$ cat src/design/pre_pkg.sv
// shared types, codes and constants of the palette run-length encoder
package pre_pkg;

  // request codes
  localparam logic [1:0] OP_PIXEL  = 2'd0;
  localparam logic [1:0] OP_READ   = 2'd1;
  localparam logic [1:0] OP_CLEAR  = 2'd2;
  localparam logic [1:0] OP_UNUSED = 2'd3;

  // result kinds
  localparam logic KIND_RUN   = 1'b0;
  localparam logic KIND_ENTRY = 1'b1;

  // register indexes, selected by paddr[2]
  localparam logic REG_PALETTE_BITS = 1'b0;
  localparam logic REG_LONG_RUNS    = 1'b1;

  // reset values of the registers
  localparam logic [3:0] PALETTE_BITS_RST = 4'd8;
  localparam logic       LONG_RUNS_RST    = 1'b1;

  // run caps
  localparam logic [15:0] CAP_SMALL_SHORT = 16'd63;
  localparam logic [15:0] CAP_SMALL_LONG  = 16'd16383;
  localparam logic [15:0] CAP_SHORT       = 16'd255;
  localparam logic [15:0] CAP_LONG        = 16'd65535;

  typedef struct packed {
    logic [1:0] opcode;
    logic [7:0] red;
    logic [7:0] green;
    logic [7:0] blue;
    logic [7:0] alpha;
    logic       last_pixel;
    logic [7:0] entry_index;
  } pre_in_t;

  typedef struct packed {
    logic        kind;
    logic [7:0]  run_index;
    logic [15:0] run_length;
    logic        final_run;
    logic [7:0]  entry_red;
    logic [7:0]  entry_green;
    logic [7:0]  entry_blue;
    logic [7:0]  entry_alpha;
    logic [8:0]  color_count;
    logic        overflow;
  } pre_out_t;

  // controller states, one-hot
  typedef enum logic [4:0] {
    ST_IDLE   = 5'b00001,
    ST_SEARCH = 5'b00010,
    ST_COMMIT = 5'b00100,
    ST_RDREQ  = 5'b01000,
    ST_RDOUT  = 5'b10000
  } pre_state_t;

  // controller to datapath
  typedef struct packed {
    logic take;
    logic clear;
    logic srch_init;
    logic srch_step;
    logic commit;
    logic rd_sel;
    logic push_entry;
  } pre_cmd_t;

  // datapath to controller
  typedef struct packed {
    logic srch_done;
    logic space;
  } pre_stat_t;

endpackage

$ cat src/design/pre_ctrl.sv
// controller state machine of the palette run-length encoder
module pre_ctrl import pre_pkg::*; (
  input  logic       clk,
  input  logic       rst_n,
  input  logic       in_valid,
  input  logic [1:0] in_op,
  output logic       in_ready,
  input  pre_stat_t  stat,
  output pre_cmd_t   cmd
);

  pre_state_t state_r, state_nxt;

  // next state and commands
  always_comb begin
    state_nxt = state_r;
    cmd       = '0;
    in_ready  = 1'b0;
    case (state_r)
      ST_IDLE: begin
        in_ready = stat.space;
        if (in_valid && stat.space) begin
          cmd.take = 1'b1;
          case (in_op)
            OP_PIXEL: begin
              cmd.srch_init = 1'b1;
              state_nxt     = ST_SEARCH;
            end
            OP_READ:  state_nxt = ST_RDREQ;
            OP_CLEAR: cmd.clear = 1'b1;
            default:  state_nxt = ST_IDLE;
          endcase
        end
      end
      ST_SEARCH: begin
        cmd.srch_step = 1'b1;
        if (stat.srch_done) state_nxt = ST_COMMIT;
      end
      ST_COMMIT: begin
        cmd.commit = 1'b1;
        state_nxt  = ST_IDLE;
      end
      ST_RDREQ: begin
        cmd.rd_sel = 1'b1;
        state_nxt  = ST_RDOUT;
      end
      ST_RDOUT: begin
        cmd.push_entry = 1'b1;
        state_nxt      = ST_IDLE;
      end
      default: state_nxt = ST_IDLE;
    endcase
  end

  // state register
  always_ff @(posedge clk) begin
    if (!rst_n) state_r <= ST_IDLE;
    else        state_r <= state_nxt;
  end

endmodule

$ cat config.mk
export PLATFORM = sky130hd
export DESIGN_NAME = pre_ctrl
export DESIGN_NICKNAME = d
export VERILOG_FILES = /design/src/design/pre_pkg.sv /design/src/design/pre_ctrl.sv
export SDC_FILE = /design/constraint.sdc
export NUM_CORES = 1
export LEC_CHECK = 0
export ABC_AREA = 1
export ABC_CLOCK_PERIOD_IN_PS = 1200
export BUFFER_PORTS_ARGS = -buffer_cell sky130_fd_sc_hd__buf_4
export CAP_MARGIN = 40
export CORE_MARGIN = 5
export CORE_UTILIZATION = 25
export CTS_CLUSTER_DIAMETER = 50
export DETAILED_ROUTE_END_ITERATION = 8
export GPL_TIMING_DRIVEN = 0
export PLACE_DENSITY = 0.53
export RECOVER_POWER = 100
export SETUP_SLACK_MARGIN = 0.2
export SYNTH_ARGS = -nofsm -noshare
export SYNTH_HDL_FRONTEND = slang
export SYNTH_SLANG_ARGS = --single-unit
export TNS_END_PERCENT = 5
$ cat constraint.sdc
create_clock -name clk -period 1.2 [get_ports clk]
set_clock_uncertainty 0.2 [all_clocks]
set_input_delay 0.24 -clock clk [delete_from_list [all_inputs] [get_ports clk]]
set_output_delay 0.24 -clock clk [all_outputs]
set_load 0.1 [all_outputs]
; ---- Yosys cells after proc, flatten, opt, wreduce, memory -nomap -nowiden
; Index checks and enable logic that the tools add are counted.
[classes]
eq_ne = 10
n_mux = 13
n_reduce_logical = 3
[op_table]
columns = operator, count
row1 = case mux 5 bit (3 select lines), 2
row2 = two-way mux 5 bit, 2
row3 = two-way mux 1 bit, 7
row4 = two-way mux 3 bit, 2
row5 = "inequality test 2 bit, second input constant", 3
row6 = "equality test 5 x 1 -> 1 bit, second input constant", 1
row7 = "equality test 5 x 2 -> 1 bit, second input constant", 1
row8 = "equality test 5 x 3 -> 1 bit, second input constant", 1
row9 = "equality test 5 x 4 -> 1 bit, second input constant", 1
row10 = "equality test 5 bit, second input constant", 1
row11 = AND reduction 3 bit, 1
row12 = "equality test 2 x 1 -> 1 bit, second input constant", 1
row13 = "equality test 2 bit, second input constant", 1
row14 = zero test 2 bit, 1
row15 = logical AND 1 bit, 1
[word_totals]
regBits = 5
input_bits = 7
out_inout_bits = 8

; ---- Logic depth before layout (Yosys ltp)
[logic_depth]
word_depth = 4
depth_mapped = 8
depth_no_buf = 8

; ---- Worst setup path after synthesis
; OpenSTA, ideal clock, no wires.
[synth_timing]
path_kind = reg2out
start = register state_r[4]
end = output cmd[0] (netlist bit)
t_arrival_ns = 3.349
required_ns = 0.760
path_slack_ns = -2.589
path_stages_with_launch = 3
path_buffers = 0
cell_sequence = dfxtp_1 -> inv_1 -> nor4_1
[synth_rtl]
columns = element, line_no
row1 = from (decl), pre_ctrl.sv:12  ; pre_state_t state_r, state_nxt;
row2 = from (signal assigned), pre_ctrl.sv:58  ; else state_r <= state_nxt;
row3 = to (decl), pre_ctrl.sv:9  ; output pre_cmd_t cmd

==> flow_summary_export.csv <==
group,metric,value,unit
logic_synthesis,postSynthAreaPerCell,6.410,um2
cells_and_area,top_register,"state_r",
timing,max_freq,0.5746,GHz
floorplan,die_area,2326,um2
routing,totalWireLength,904,um
logic_synthesis,synth.area.top_cells,"dfxtp_1 27%, inv_1 13%, nand2_1 10%",
worst_setup_path,startpoint,"state_r[0]$_SDFFE_PN1P_",
worst_setup_path,worstReg2RegStart,"state_r[0]$_SDFFE_PN1P_",
clocking,cts_tree,"built",
timing,slew_headroom,0.8202,
timing,fin_crit_sh,1.450,
logic_synthesis,synth-seq-cells,5,
cells_and_area,final_area,729.5,um2
min_path,min_from,"rst_n",
cells_and_area,utilization,0.5469,
clocking,cts_sinks,5,
worst_setup_path,arrival,1.30,ns
cells_and_area,final_cells,95,
routing,vias,413,
logic_synthesis,syn_nets,64,
cells_and_area,largestRegisters,"state_r (5)",
floorplan,fp.coreArea,1334,um2
timing,grt_setup_unrepaired,"yes",
placement,pre_cts_slack,-0.4928,ns
global_route,grt_pass1_wl,1.593,mm
logic_synthesis,synth-warning-count,0,
cells_and_area,fin_nets,88,
timing,finalHoldViolations,0,
placement,post-place-cells,86,
floorplan,die_w,48.23,um
placement,placed_area,558.0,um2
worst_setup_path,cpMaxStageDelayCell,"dfxtp_4",
outcome,violations,"negative setup slack",
worst_setup_path,max_stage_delay,0.38,ns
worst_setup_path,cp-start-kind,"flip-flop",
global_route,grt_max_degree,8,
cells_and_area,layout-drive-gt1-share,0.5875,
global_route,track_usage,0.1055,
clocking,cts_buffer_depth,2,
outcome,status,"finished with violations",
routing,antenna_left,0,
global_route,first_global_vias,398,
placement,dpl.hpwl,708.6,um
power_and_ir_drop,p_clk_frac,0.288,
power_and_ir_drop,p_leak,0.3360,nW
routing,wl_per_cell,9.516,um
timing,min_period,1.740,ns
logic_synthesis,synth_top_area_frac,0.2740,
timing,tightestPinTransition,0.2690,ns
clocking,hold_buffers,0,
worst_setup_path,required,0.76,ns
logic_synthesis,syn_area,365.4,um2
floorplan,initial_core_util,0.2739,
routing,drt_iter0_drc,2,
placement,place.gp.congestion,0.7649,
clocking,clk_pin_slew,0.05,ns
worst_setup_path,worstSetupEndpointType,"primary output",
power_and_ir_drop,p_switching,275.9,uW
clocking,cts_buffers,3,
timing,hold_ws,0.05474,ns
worst_setup_path,worstPathCellList,"inv_4, nor2_4, nand3_4, nor3_4, buf_12",
cells_and_area,largest_register_ffs,5,
logic_synthesis,synthCells,57,
timing,finalSetupViolations,12,
power_and_ir_drop,power.density,949.9,nW/um2
logic_synthesis,ys_types,13,
power_and_ir_drop,swShare,0.3982,
logic_synthesis,synth.largest_area_cell,"dfxtp_1",
routing,vias_per_cell,4.347,
clocking,htree_num_levels,1,
global_route,overflow,0,
worst_setup_path,criticalPathCategory,"reg -> out",
floorplan,rows,13,
routing,drc,0,
cells_and_area,area_growth,99.66,%
routing,dr.pass1.iters,3,
power_and_ir_drop,p_int,417.0,uW
clocking,root_buffer,"clkbuf_4",
power_and_ir_drop,p_seq_frac,0.273,
power_and_ir_drop,ir_drop,586.5,uV
power_and_ir_drop,p_comb_frac,0.439,
logic_synthesis,synth_seq_area_share,0.2740,
min_path,hold_path_class,"in -> reg",
timing,setup_slack,-0.5404,ns
placement,portBuffers,14,
clocking,clk_latency,0.25,ns
global_route,antenna_found_initial,0,
floorplan,die_h,48.23,um
floorplan,io_pins,15,
cells_and_area,antenna-diode-count,0,
timing,slew_violations,0,
worst_setup_path,cp_max_fo,7,
job,maxCapViolCount,0,
-- kinds of logic (layout without fill, tap and decap cells) --
group           count (synthesis)  in the layout  share of synthesized area
buf+inv                        14             37                     0.1438
simple gates                   37             37                     0.5685
compound gates                  1              1                    0.01369
flops                           5              5                     0.2740
-- power groups by stage --
stage / sequential (mW) / combinational (mW) / clock, mW
2_1_floorplan: 0.187 / 0.195 / 0
3_5_place_dp: 0.190 / 0.244 / 0
3_3_place_gp: 0.189 / 0.244 / 0
6_report: 0.189 / 0.304 / 0.200
5_1_grt: 0.191 / 0.331 / 0.222
4_1_cts: 0.188 / 0.285 / 0.213
-- path summary, 6_finish.rpt --
kind | to | slack, ns | cells past startpoint
worst max-delay path | cmd[5] | -0.54 | 5
worst min-delay path | state_r[4]$_SDFFE_PN0P_ | 0.05 | 3
worst max register to register | state_r[0]$_SDFFE_PN1P_ | -0.17 | 8
worst min register to register | state_r[2]$_SDFFE_PN0P_ | 0.39 | 2
-- stage by stage --
| step | power (mW) | setup TNS, ns |
|---|---|---|
| detailed placement | 0.4339 | -3.805 |
| floorplan | 0.3826 | -6.525 |
| finish | 0.6929 | -4.452 |
| CTS | 0.6851 | -4.312 |
| global placement | 0.4333 | -3.881 |
| global route | 0.7429 | -5.447 |
-- critical path: cells and delay by family, from the launching register on --
kind | cells | cell delay, ns
DFF | 1 | 0.38
and+or+nand+nor | 3 | 0.43
buffers and inverters | 2 | 0.24
-- placed cells by master (no fill, tap or decap) --
master and instances:
dfxtp_2 2, nand3_4 2, clkbuf_1 1, nor4_4 2, dfxtp_4 3, inv_2 2
nor2_4 4, nor3_4 2, clkbuf_4 3, nor2_2 5, nor2_1 5, nand3_1 3
buf_12 6, inv_4 3, buf_6 2, nand4_1 2, nor3_1 2, inv_1 9
buf_4 11, nand2_1 10, a21oi_1 1
-- cell usage after synthesis --
cell	number
inv_1	13
nand2_1	10
nor2_1	9
dfxtp_1	5
nor3_1	4
nand3_1	3
nor2_2	3
nand3_4	2
nand4_1	2
nor2_4	2
nor4_1	2
a21oi_1	1
inv_2	1
-- layout make-up --
class,count,area (um2)
fillers,126,604.3
repair buffers,19,225.2
well taps,15,18.77
flip-flops and latches,5,113.9
inverters,14,60.06
clock buffers,4,26.28
multi-input cells,38,285.3
-- layer usage --
layer | vias up | share of wire | global-route usage
met5 | - | 0 | 0
met4 | 0 | 0.023 | 0.04839
met3 | 2 | 0.053 | 0.06642
met2 | 9 | 0.49 | 0.1589
met1 | 177 | 0.43 | 0.1162
li1 | 225 | - | -
-- what timing repair did --
action                     4_1_cts  5_1_grt
setup endpoints to repair       13       13
buffers inserted                 1        4
gates resized for setup         30        4
pin swaps                        8        4
Power figures use the tool's default switching activity.
